==> config.mk <==
export PLATFORM = sky130hd
export DESIGN_NAME = osc_source_message_parser_unit
export DESIGN_NICKNAME = d
export VERILOG_FILES = /design/src/rtl/osmp_pkg.sv /design/src/rtl/osc_source_message_parser_unit.sv /design/src/rtl/osmp_i2f.sv
export SDC_FILE = /design/constraint.sdc
export NUM_CORES = 1
export LEC_CHECK = 0
export ABC_AREA = 1
export BUFFER_PORTS_ARGS = -buffer_cell sky130_fd_sc_hd__buf_4
export CAP_MARGIN = 20
export CORE_ASPECT_RATIO = 1.1
export CORE_MARGIN = 10
export CORE_UTILIZATION = 28
export DETAILED_ROUTE_END_ITERATION = 16
export HOLD_SLACK_MARGIN = 0.02
export PLACE_DENSITY = 0.53
export SLEW_MARGIN = 25
export SYNTH_ARGS = -nofsm -noshare
export SYNTH_HDL_FRONTEND = slang
export SYNTH_SLANG_ARGS = --single-unit
==> constraint.sdc <==
create_clock -name clk -period 20.3 [get_ports clk]
set_input_delay 4.06 -clock clk [delete_from_list [all_inputs] [get_ports clk]]
set_output_delay 4.06 -clock clk [all_outputs]
set_load 0.005 [all_outputs]
==> src/rtl/osmp_pkg.sv <==
package osmp_pkg;

  localparam int MAX_PREFIX_CHARS_DEF  = 8;
  localparam int MAX_SOURCE_NUMBER_DEF = 64;

  typedef enum logic [8:0] {
    PH_PREFIX = 9'b0_0000_0001,
    PH_TAIL   = 9'b0_0000_0010,
    PH_INDEX  = 9'b0_0000_0100,
    PH_LEAF   = 9'b0_0000_1000,
    PH_APAD   = 9'b0_0001_0000,
    PH_TAG    = 9'b0_0010_0000,
    PH_TPAD   = 9'b0_0100_0000,
    PH_ARG    = 9'b0_1000_0000,
    PH_DONE   = 9'b1_0000_0000
  } phase_t;

  localparam logic [0:0] CFG_PREFIX_BYTES  = 1'b0;
  localparam logic [0:0] CFG_PREFIX_LENGTH = 1'b1;

  localparam logic [1:0] TL_NONE = 2'd0;
  localparam logic [1:0] TL_F    = 2'd1;
  localparam logic [1:0] TL_I    = 2'd2;

  localparam int TAIL_WORDS  = 7;
  localparam int LEAF_WORDS  = 4;
  localparam int SOURCE_WORD = 6;

  localparam logic [8*14-1:0] KW_ACTIVE = {"active_", "sources"};

  typedef logic [7:0] char_t;

  function automatic char_t tail_char(input int unsigned k, input logic [3:0] pos);
    logic [8*14-1:0] s;
    int unsigned len;
    begin
      case (k)
        0: begin s = {"linked", 64'h0};         len = 6;  end
        1: begin s = KW_ACTIVE;                 len = 14; end
        2: begin s = {"azimuth", 56'h0};        len = 7;  end
        3: begin s = {"elevation", 40'h0};      len = 9;  end
        4: begin s = {"width", 72'h0};          len = 5;  end
        5: begin s = {"size", 80'h0};           len = 4;  end
        default: begin s = {"source/", 56'h0};  len = 7;  end
      endcase
      if (32'(pos) >= len) tail_char = 8'h00;
      else tail_char = s[8*(13 - 32'(pos)) +: 8];
    end
  endfunction

  function automatic logic [3:0] tail_len(input int unsigned k);
    case (k)
      0: tail_len = 4'd6;
      1: tail_len = 4'd14;
      2: tail_len = 4'd7;
      3: tail_len = 4'd9;
      4: tail_len = 4'd5;
      5: tail_len = 4'd4;
      default: tail_len = 4'd7;
    endcase
  endfunction

  function automatic char_t leaf_char(input int unsigned k, input logic [3:0] pos);
    logic [8*9-1:0] s;
    int unsigned len;
    begin
      case (k)
        0: begin s = {"azimuth", 16'h0};   len = 7; end
        1: begin s = "elevation";          len = 9; end
        2: begin s = {"size", 40'h0};      len = 4; end
        default: begin s = {"meter", 32'h0}; len = 5; end
      endcase
      if (32'(pos) >= len) leaf_char = 8'h00;
      else leaf_char = s[8*(8 - 32'(pos)) +: 8];
    end
  endfunction

  function automatic logic [3:0] leaf_len(input int unsigned k);
    case (k)
      0: leaf_len = 4'd7;
      1: leaf_len = 4'd9;
      2: leaf_len = 4'd4;
      default: leaf_len = 4'd5;
    endcase
  endfunction

endpackage

==> src/rtl/osc_source_message_parser_unit.sv <==
// Channel | beat payload                        | accepted when
// in_     | data_byte[7:0], last_byte           | in_valid && in_ready
// out_    | accepted, parameter_code, source_number, value_bits | out_valid && out_ready
// cfg_    | index (0 prefix_bytes, 1 prefix_length), wdata[63:0] | cfg_valid && cfg_ready
// One byte is taken each cycle while in_ready is high; the parse state updates in the same cycle.
// The result register is loaded at the edge that takes a last byte, so the result
// appears in the cycle after; the output is a single register, and in_ready stays high
// unless that register is full and stalled.
// rst_n is synchronous and active low; configuration resets to zero.
module osc_source_message_parser_unit #(
  parameter int MAX_PREFIX_CHARS  = osmp_pkg::MAX_PREFIX_CHARS_DEF,
  parameter int MAX_SOURCE_NUMBER = osmp_pkg::MAX_SOURCE_NUMBER_DEF
) (
  input  logic        clk,
  input  logic        rst_n,
  input  logic        in_valid,
  output logic        in_ready,
  input  logic [7:0]  in_data_byte,
  input  logic        in_last_byte,
  output logic        out_valid,
  input  logic        out_ready,
  output logic        out_accepted,
  output logic [3:0]  out_parameter_code,
  output logic [6:0]  out_source_number,
  output logic [31:0] out_value_bits,
  input  logic        cfg_valid,
  output logic        cfg_ready,
  input  logic        cfg_index,
  input  logic [63:0] cfg_wdata
);
  import osmp_pkg::*;

  localparam logic [7:0] SAT = 8'(MAX_SOURCE_NUMBER + 1);
  localparam logic [7:0] MAXS = 8'(MAX_SOURCE_NUMBER);
  localparam logic [3:0] MAXP = 4'(MAX_PREFIX_CHARS);

  logic [63:0] prefix_r;
  logic [3:0]  plen_r;
  phase_t      ph_r, ph_nxt;
  logic [3:0]  cnt_r, cnt_nxt;
  logic [6:0]  cand_r, cand_nxt;
  logic [7:0]  idx_r, idx_nxt;
  logic        dig_r, dig_nxt;
  logic [1:0]  tl_r, tl_nxt;
  logic [31:0] arg_r, arg_nxt;
  logic        fail_r, fail_nxt;
  logic [1:0]  align_r, align_nxt;
  logic [3:0]  code_r, code_nxt;
  logic        ov_r;
  logic        oa_r;
  logic [3:0]  oc_r;
  logic [6:0]  os_r;
  logic [31:0] ovb_r;
  logic [31:0] conv;
  logic        take, last, ok;
  logic [3:0]  plen;
  logic [10:0] idx_mul;
  logic        adv;
  logic        found;
  logic [3:0]  k_found;
  logic [7:0]  b;

  assign cfg_ready = 1'b1;
  assign in_ready  = !ov_r || out_ready;
  assign take      = in_valid && in_ready;
  assign b         = in_data_byte;

  always_ff @(posedge clk) begin
    if (!rst_n) begin
      prefix_r <= 64'd0;
      plen_r   <= 4'd0;
    end else if (cfg_valid) begin
      case (cfg_index)
        CFG_PREFIX_BYTES:  prefix_r <= cfg_wdata;
        CFG_PREFIX_LENGTH: plen_r   <= cfg_wdata[3:0];
        default: ;
      endcase
    end
  end

  assign plen = (plen_r > MAXP) ? MAXP : plen_r;

  always_comb begin
    ph_nxt = ph_r; cnt_nxt = cnt_r; cand_nxt = cand_r; idx_nxt = idx_r;
    dig_nxt = dig_r; tl_nxt = tl_r; arg_nxt = arg_r; fail_nxt = fail_r;
    align_nxt = align_r; code_nxt = code_r;
    adv = 1'b1; found = 1'b0; k_found = 4'd0; idx_mul = 11'd0;
    if (!fail_r) begin
      if (ph_nxt == PH_PREFIX && cnt_nxt >= plen) begin
        ph_nxt = PH_TAIL; cnt_nxt = 4'd0; cand_nxt = 7'h7F;
      end
      case (ph_nxt)
        PH_PREFIX: begin
          if (b != prefix_r[8*(7 - 32'(cnt_nxt[2:0])) +: 8]) begin
            fail_nxt = 1'b1; adv = 1'b0;
          end else if (cnt_nxt != 4'd15) cnt_nxt = cnt_nxt + 4'd1;
        end
        PH_TAIL: begin
          if (b == 8'd0) begin
            for (int k = SOURCE_WORD - 1; k >= 0; k--) begin
              if (cand_nxt[k] && tail_len(k) == cnt_nxt) begin
                found = 1'b1; k_found = 4'(k);
              end
            end
            if (!found) begin
              fail_nxt = 1'b1; adv = 1'b0;
            end else begin
              code_nxt = k_found; idx_nxt = 8'd0; ph_nxt = PH_APAD;
            end
          end else begin
            for (int k = 0; k < TAIL_WORDS; k++) begin
              if (cand_nxt[k] && (cnt_nxt >= tail_len(k) || tail_char(k, cnt_nxt) != b))
                cand_nxt[k] = 1'b0;
            end
            if (cnt_nxt != 4'd15) cnt_nxt = cnt_nxt + 4'd1;
            if (cand_nxt == 7'd0) begin
              fail_nxt = 1'b1; adv = 1'b0;
            end else if (cand_nxt[SOURCE_WORD] && cnt_nxt == tail_len(SOURCE_WORD)) begin
              ph_nxt = PH_INDEX; idx_nxt = 8'd0; dig_nxt = 1'b0;
            end
          end
        end
        PH_INDEX: begin
          if (b == "/") begin
            if (!dig_nxt || idx_nxt < 8'd1 || idx_nxt > MAXS) begin
              fail_nxt = 1'b1; adv = 1'b0;
            end else begin
              ph_nxt = PH_LEAF; cnt_nxt = 4'd0; cand_nxt = 7'h0F;
            end
          end else if (b >= "0" && b <= "9") begin
            dig_nxt = 1'b1;
            idx_mul = {3'd0, idx_nxt} * 11'd10 + {3'd0, b - 8'h30};
            idx_nxt = (idx_mul > {3'd0, SAT}) ? SAT : idx_mul[7:0];
          end else begin
            fail_nxt = 1'b1; adv = 1'b0;
          end
        end
        PH_LEAF: begin
          if (b == 8'd0) begin
            for (int k = LEAF_WORDS - 1; k >= 0; k--) begin
              if (cand_nxt[k] && leaf_len(k) == cnt_nxt) begin
                found = 1'b1; k_found = 4'(k);
              end
            end
            if (!found) begin
              fail_nxt = 1'b1; adv = 1'b0;
            end else begin
              code_nxt = 4'd6 + k_found; ph_nxt = PH_APAD;
            end
          end else begin
            for (int k = 0; k < LEAF_WORDS; k++) begin
              if (cand_nxt[k] && (cnt_nxt >= leaf_len(k) || leaf_char(k, cnt_nxt) != b))
                cand_nxt[k] = 1'b0;
            end
            if (cnt_nxt != 4'd15) cnt_nxt = cnt_nxt + 4'd1;
            if (cand_nxt == 7'd0) begin
              fail_nxt = 1'b1; adv = 1'b0;
            end
          end
        end
        PH_TAG: begin
          if (cnt_nxt == 4'd0) begin
            if (b != ",") begin
              fail_nxt = 1'b1; adv = 1'b0;
            end
          end else if (cnt_nxt == 4'd1) begin
            if (b == "f") tl_nxt = TL_F;
            else if (b == "i") tl_nxt = TL_I;
            else begin
              fail_nxt = 1'b1; adv = 1'b0;
            end
          end else if (b == 8'd0) ph_nxt = PH_TPAD;
          if (adv && cnt_nxt != 4'd15) cnt_nxt = cnt_nxt + 4'd1;
        end
        PH_ARG: begin
          arg_nxt = {arg_nxt[23:0], b};
          if (cnt_nxt != 4'd15) cnt_nxt = cnt_nxt + 4'd1;
          if (cnt_nxt >= 4'd4) ph_nxt = PH_DONE;
        end
        default: ;
      endcase
      if (adv) begin
        align_nxt = align_r + 2'd1;
        if (align_nxt == 2'd0) begin
          if (ph_nxt == PH_APAD) begin
            ph_nxt = PH_TAG; cnt_nxt = 4'd0;
          end else if (ph_nxt == PH_TPAD) begin
            ph_nxt = PH_ARG; cnt_nxt = 4'd0; arg_nxt = 32'd0;
          end
        end
      end
    end
  end

  osmp_i2f u_i2f (.raw(arg_nxt), .single(conv));

  assign last = take && in_last_byte;
  assign ok   = !fail_nxt && ph_nxt == PH_DONE;

  always_ff @(posedge clk) begin
    if (!rst_n || last) begin
      ph_r <= PH_PREFIX; cnt_r <= 4'd0; cand_r <= 7'h7F; idx_r <= 8'd0;
      dig_r <= 1'b0; tl_r <= TL_NONE; arg_r <= 32'd0; fail_r <= 1'b0;
      align_r <= 2'd0; code_r <= 4'd0;
    end else if (take) begin
      ph_r <= ph_nxt; cnt_r <= cnt_nxt; cand_r <= cand_nxt; idx_r <= idx_nxt;
      dig_r <= dig_nxt; tl_r <= tl_nxt; arg_r <= arg_nxt; fail_r <= fail_nxt;
      align_r <= align_nxt; code_r <= code_nxt;
    end
  end

  always_ff @(posedge clk) begin
    if (!rst_n) ov_r <= 1'b0;
    else if (last) ov_r <= 1'b1;
    else if (out_ready) ov_r <= 1'b0;
  end

  always_ff @(posedge clk) begin
    if (last) begin
      oa_r  <= ok;
      oc_r  <= ok ? code_nxt : 4'd0;
      os_r  <= (ok && code_nxt >= 4'd6) ? idx_nxt[6:0] : 7'd0;
      ovb_r <= ok ? ((tl_nxt == TL_I) ? conv : arg_nxt) : 32'd0;
    end
  end

  assign out_valid          = ov_r;
  assign out_accepted       = oa_r;
  assign out_parameter_code = oc_r;
  assign out_source_number  = os_r;
  assign out_value_bits     = ovb_r;

  a_hold: assert property (@(posedge clk) disable iff (!rst_n)
    ov_r && !out_ready |=> ov_r && $stable(ovb_r)) else $error("result lost");
  a_code: assert property (@(posedge clk) disable iff (!rst_n)
    ov_r && !oa_r |-> oc_r == 4'd0 && os_r == 7'd0) else $error("reject not zero");
  a_src: assert property (@(posedge clk) disable iff (!rst_n)
    ov_r && oa_r && oc_r >= 4'd6 |-> os_r >= 7'd1 && {1'b0, os_r} <= MAXS)
    else $error("bad source");
  a_stall: assert property (@(posedge clk) disable iff (!rst_n)
    ov_r && !out_ready |-> !in_ready) else $error("overrun");
endmodule

==> src/rtl/osmp_i2f.sv <==
module osmp_i2f (
  input  logic [31:0] raw,
  output logic [31:0] single
);
  logic        sgn;
  logic [31:0] mag;
  logic [4:0]  e;
  logic [31:0] norm;
  logic [23:0] mant;
  logic [25:0] mant_r;
  logic        rnd;
  logic [7:0]  expo;

  always_comb begin
    sgn  = raw[31];
    mag  = sgn ? (32'd0 - raw) : raw;
    e    = 5'd0;
    for (int i = 0; i < 32; i++) begin
      if (mag[i]) e = 5'(i);
    end
    norm = mag << (5'd31 - e);
    mant = norm[31:8];
    rnd  = norm[7] && (norm[6:0] != 7'd0 || norm[8]);
    mant_r = {2'b0, mant} + {25'd0, rnd};
    expo = 8'd127 + {3'd0, e};
    if (mant_r[24]) begin
      expo = expo + 8'd1;
    end
    if (raw == 32'd0) single = 32'd0;
    else single = {sgn, expo, mant_r[24] ? 23'd0 : mant_r[22:0]};
  end
endmodule

==> flow_metrics.tcl <==
set metrics [dict create \
    cts_tree "yes" \
    post-synth-top-count-cell "nand2_1" \
    hold_path_class "register to register" \
    max_stage_delay_ns 0.64 \
    part_of_the_power_in_registers_pct 25.5 \
    worstPathRequired_ns 20.66 \
    wl_per_cell_um 17.5 \
    min_delay_worst_endpoint "prefix_r[35]" \
    post-cts-setup-buffer-count 0 \
    warnings_from_yosys 0 \
    ys_async_sr_fraction_pct 0 \
    maxSlewViolCount 0 \
    largest_driver_fanout_on_the_critical_path 38 \
    ys_seq_area_share_pct 23.9 \
    core_area_um2 61000 \
    drive_gt1_share_pct 9.80 \
    drt_pass1_iterations 6 \
    maxCapViolCount 0 \
    dr_total_vias 19305 \
    run_status "complete, no violations" \
    n_antenna_cell 0 \
    postSynthRegisterBits 183 \
    finalCritPeriodShare_pct 63.9 \
    startpoint_of_the_lowest_slack_hold_path "prefix_r[35]" \
    internal_power_mw 0.805 \
    worst_ep_arrival_time_ns 13.32 \
    critical_path.reg2reg.endpoint "out_value_bits[24]" \
    worst-r2r-cell-count 57 \
    reg2reg_slack_ns 7.80 \
    worst_slack_ns 7.34 \
    setup.worst_path.end_class "register" \
    leakage_nw 8.85 \
    synth-edff-count 44 \
    power_per_cell_area_nw_per_um2 82.4 \
    placementRows 95 \
    clockPowerShare_pct 22.3 \
    timing.critical_path.slowest_stage_cell "inv_1" \
    synth_top_cell_by_area "nand2_1" \
    cts-buffers-inserted 17 \
    placedCellCount 3720 \
    min_period_ns 12.96 \
    worstMarginPinSlew_ns 1.17 \
    number_of_levels_in_the_clock_h_tree 4 \
    io_buffer_count 124 \
    rsz_0062_raised_after_global_routing "false" \
    synthTopCellsByCount "803 x nand2_1, 365 x nand3_1, 326 x nor2_1" \
    holdPathStages 2 \
    path_type_of_the_worst_setup_path "input port to register" \
    cts_root_buf "clkbuf_16" \
    wl_um 65600 \
    worst_reg2reg_startpoint "cnt_r[0]" \
    netlist_area_um2 17200 \
    fin_worst_skew_ns 0.0199 \
    avgSynthCellArea_um2 5.94 \
    swShare_pct 49.1 \
    ctsLongestPathBuffers 2 \
    cts_num_sinks 183 \
    relSlewSlack_pct 21.4 \
    synthFlopType "dfxtp_1" \
    floorplan.initialDensity_pct 28.2 \
    fin_setup_tns_ns 0 \
    grt_pass1_vias 17999 \
    clock_latency_ns 0.50 \
    design.die.area_um2 71700 \
    antenna_violations_before_repair 0 \
    grt_usage_pct 17.8 \
    vdd_drop_max_uv 79.5 \
    ys_types 66 \
    place_congestion 0.943 \
    syn_inst 2896 \
    flow.area_growth_from_synthesis_pct 11.6 \
    finalSetupViolCount 0 \
    grt_start_max_net_pins 71 \
    nFillCells 6946 \
    critical_path.startpoint_type "input port" \
    cts_hold_repair.buffers 0 \
    viasPerCell 5.15 \
    route.detailed.drc 0 \
    drtAntennaViolNets 0 \
    timing.final.hold_violations 0 \
    layout.nets 3035 \
    cts.repair.resized 0 \
    hpwl_after_detailed_placement_um 49200 \
    sequential_area_um2 4100 \
    synth_fp_nets 3016 \
    grt_pass1_wl_um 103000 \
    boundaryPins 126 \
    post_layout_nonfiller_instances 3752 \
    cts.reportedPaths.clkPinSlew_ns 0.09 \
    net_switching_mw 0.776 \
    die_h_um 280 \
    drt-initial-drc-count 1547 \
    post-synth-top-area-fraction_pct 17.5 \
    multiInputGateArea_um2 11200 \
    power_frac_comb_pct 52.2 \
    dpl_worst_slack_ns 6.95 \
    cpMostUsedCell "nand3_1" \
    top_cells_by_area_in_the_synthesized_netlist "nand2_1 18%, dfxtp_1 16%, nand3_1 11%" \
    horiz_die_dim_um 256 \
    timing.fmax_mhz 77.1 \
    grt_overflow 0 \
]
## logic make-up after synthesis
logic type	synth area share (%)
buffers and inverters	11.0
and+or+nand+nor	43.1
adders and majority gates	3.07
xor gates and xnor gates	2.94
DFF	23.9
other	0.0218
AOI/OAI and AO/OA	16.0
## cell type report
type                    instances  share of cell area [%]
clock inverters                14                   0.841
clock buffers                  18                    2.29
multi-input cells            2268                    58.5
flip-flops and latches        183                    21.4
repair buffers                147                    5.75
well taps                     824                    5.37
inverters                     298                    5.83
## placed cells by master, fill, tap and decap left out, types with 4 or more instances in the layout
cell type / netlist / final
a21oi_2: 3 / 4
o21ai_1: 34 / 34
buf_4: 25 / 147
xor2_1: 46 / 46
nand4_1: 79 / 79
nor2_2: 17 / 18
nand3b_1: 6 / 6
nand2_2: 19 / 20
o211ai_1: 34 / 34
inv_2: 18 / 20
a21oi_1: 166 / 165
o22ai_1: 8 / 8
nor3_2: 4 / 4
nor3_1: 24 / 24
nor4_1: 5 / 5
nor2_1: 326 / 324
ha_1: 39 / 39
or2_2: 4 / 4
a211oi_1: 4 / 4
o21ai_2: 4 / 4
o2111ai_1: 23 / 23
inv_1: 269 / 267
nand3_1: 365 / 365
edfxtp_1: 44 / 44
a31oi_1: 6 / 6
nand3_2: 10 / 10
clkbuf_16: 0 / 17
o21ai_0: 176 / 176
xnor2_1: 8 / 8
clkinv_1: 11 / 11
nor2_4: 7 / 8
nand2_1: 803 / 802
nand2_4: 5 / 5
dfxtp_1: 139 / 139
## power groups by stage
stage,Sequential (mW),Combinational (mW),Clock (mW)
after CTS,0.403,0.813,0.365
after global placement,0.412,0.817,0
after floorplan,0.407,0.624,0
after detailed placement,0.412,0.810,0
after global routing,0.406,0.926,0.375
final,0.403,0.825,0.353
## worst max-delay path by stage
stage / depth (start not counted) / start / slack, ns / endpoint
after floorplan: 62 / in_data_byte[4] / 9.99 / out_value_bits[1]
after global placement: 47 / in_data_byte[4] / 7.07 / out_value_bits[23]
after detailed placement: 47 / in_data_byte[4] / 6.95 / out_value_bits[23]
after CTS: 47 / in_data_byte[4] / 7.47 / out_value_bits[24]
after global routing: 49 / in_data_byte[4] / 6.16 / out_value_bits[24]
final: 47 / in_data_byte[4] / 7.34 / out_value_bits[24]
## state kept, by name (all words and copies together) (netlist names)
signal / count
code_r: 4
out_value_bits: 32
dig_r: 1
idx_r: 8
out_source_number: 7
arg_r: 32
align_r: 2
fail_r: 1
out_valid: 1
cnt_r: 4
out_accepted: 1
out_parameter_code: 4
prefix_r: 64
tl_r: 2
plen_r: 4
ph_r: 9
cand_r: 7
## layer usage
| metal | vias to the layer above | part of all wire, % | global-route usage, % |
|---|---|---|---|
| met5 | - | 0 | 0 |
| met4 | 0 | 2.7 | 5.77 |
| met3 | 99 | 6.1 | 3.44 |
| met2 | 640 | 45 | 28.7 |
| met1 | 8913 | 46 | 23.6 |
| li1 | 9653 | - | - |
## critical path: cells and delay by family
kind | cells | cell delay [ns]
fa+ha+maj | 2 | 0.51
simple gates | 29 | 4.50
buf+inv | 7 | 2.38
compound gates | 8 | 1.47
xor+xnor | 1 | 0.32
## through the flow
step / cell area [µm²] / util, % / hold WS (ns) / total power, mW
after global routing: 19200 / 31.5 / 0.476 / 1.71
final: 19200 / 31.5 / 0.457 / 1.58
after detailed placement: 18600 / 30.5 / 0.447 / 1.22
after floorplan: 17200 / - / 0.430 / 1.03
after CTS: 19200 / 31.5 / 0.459 / 1.58
after global placement: 18600 / 30.5 / 0.441 / 1.23
Note: power is estimated with default switching activity, not from simulation.
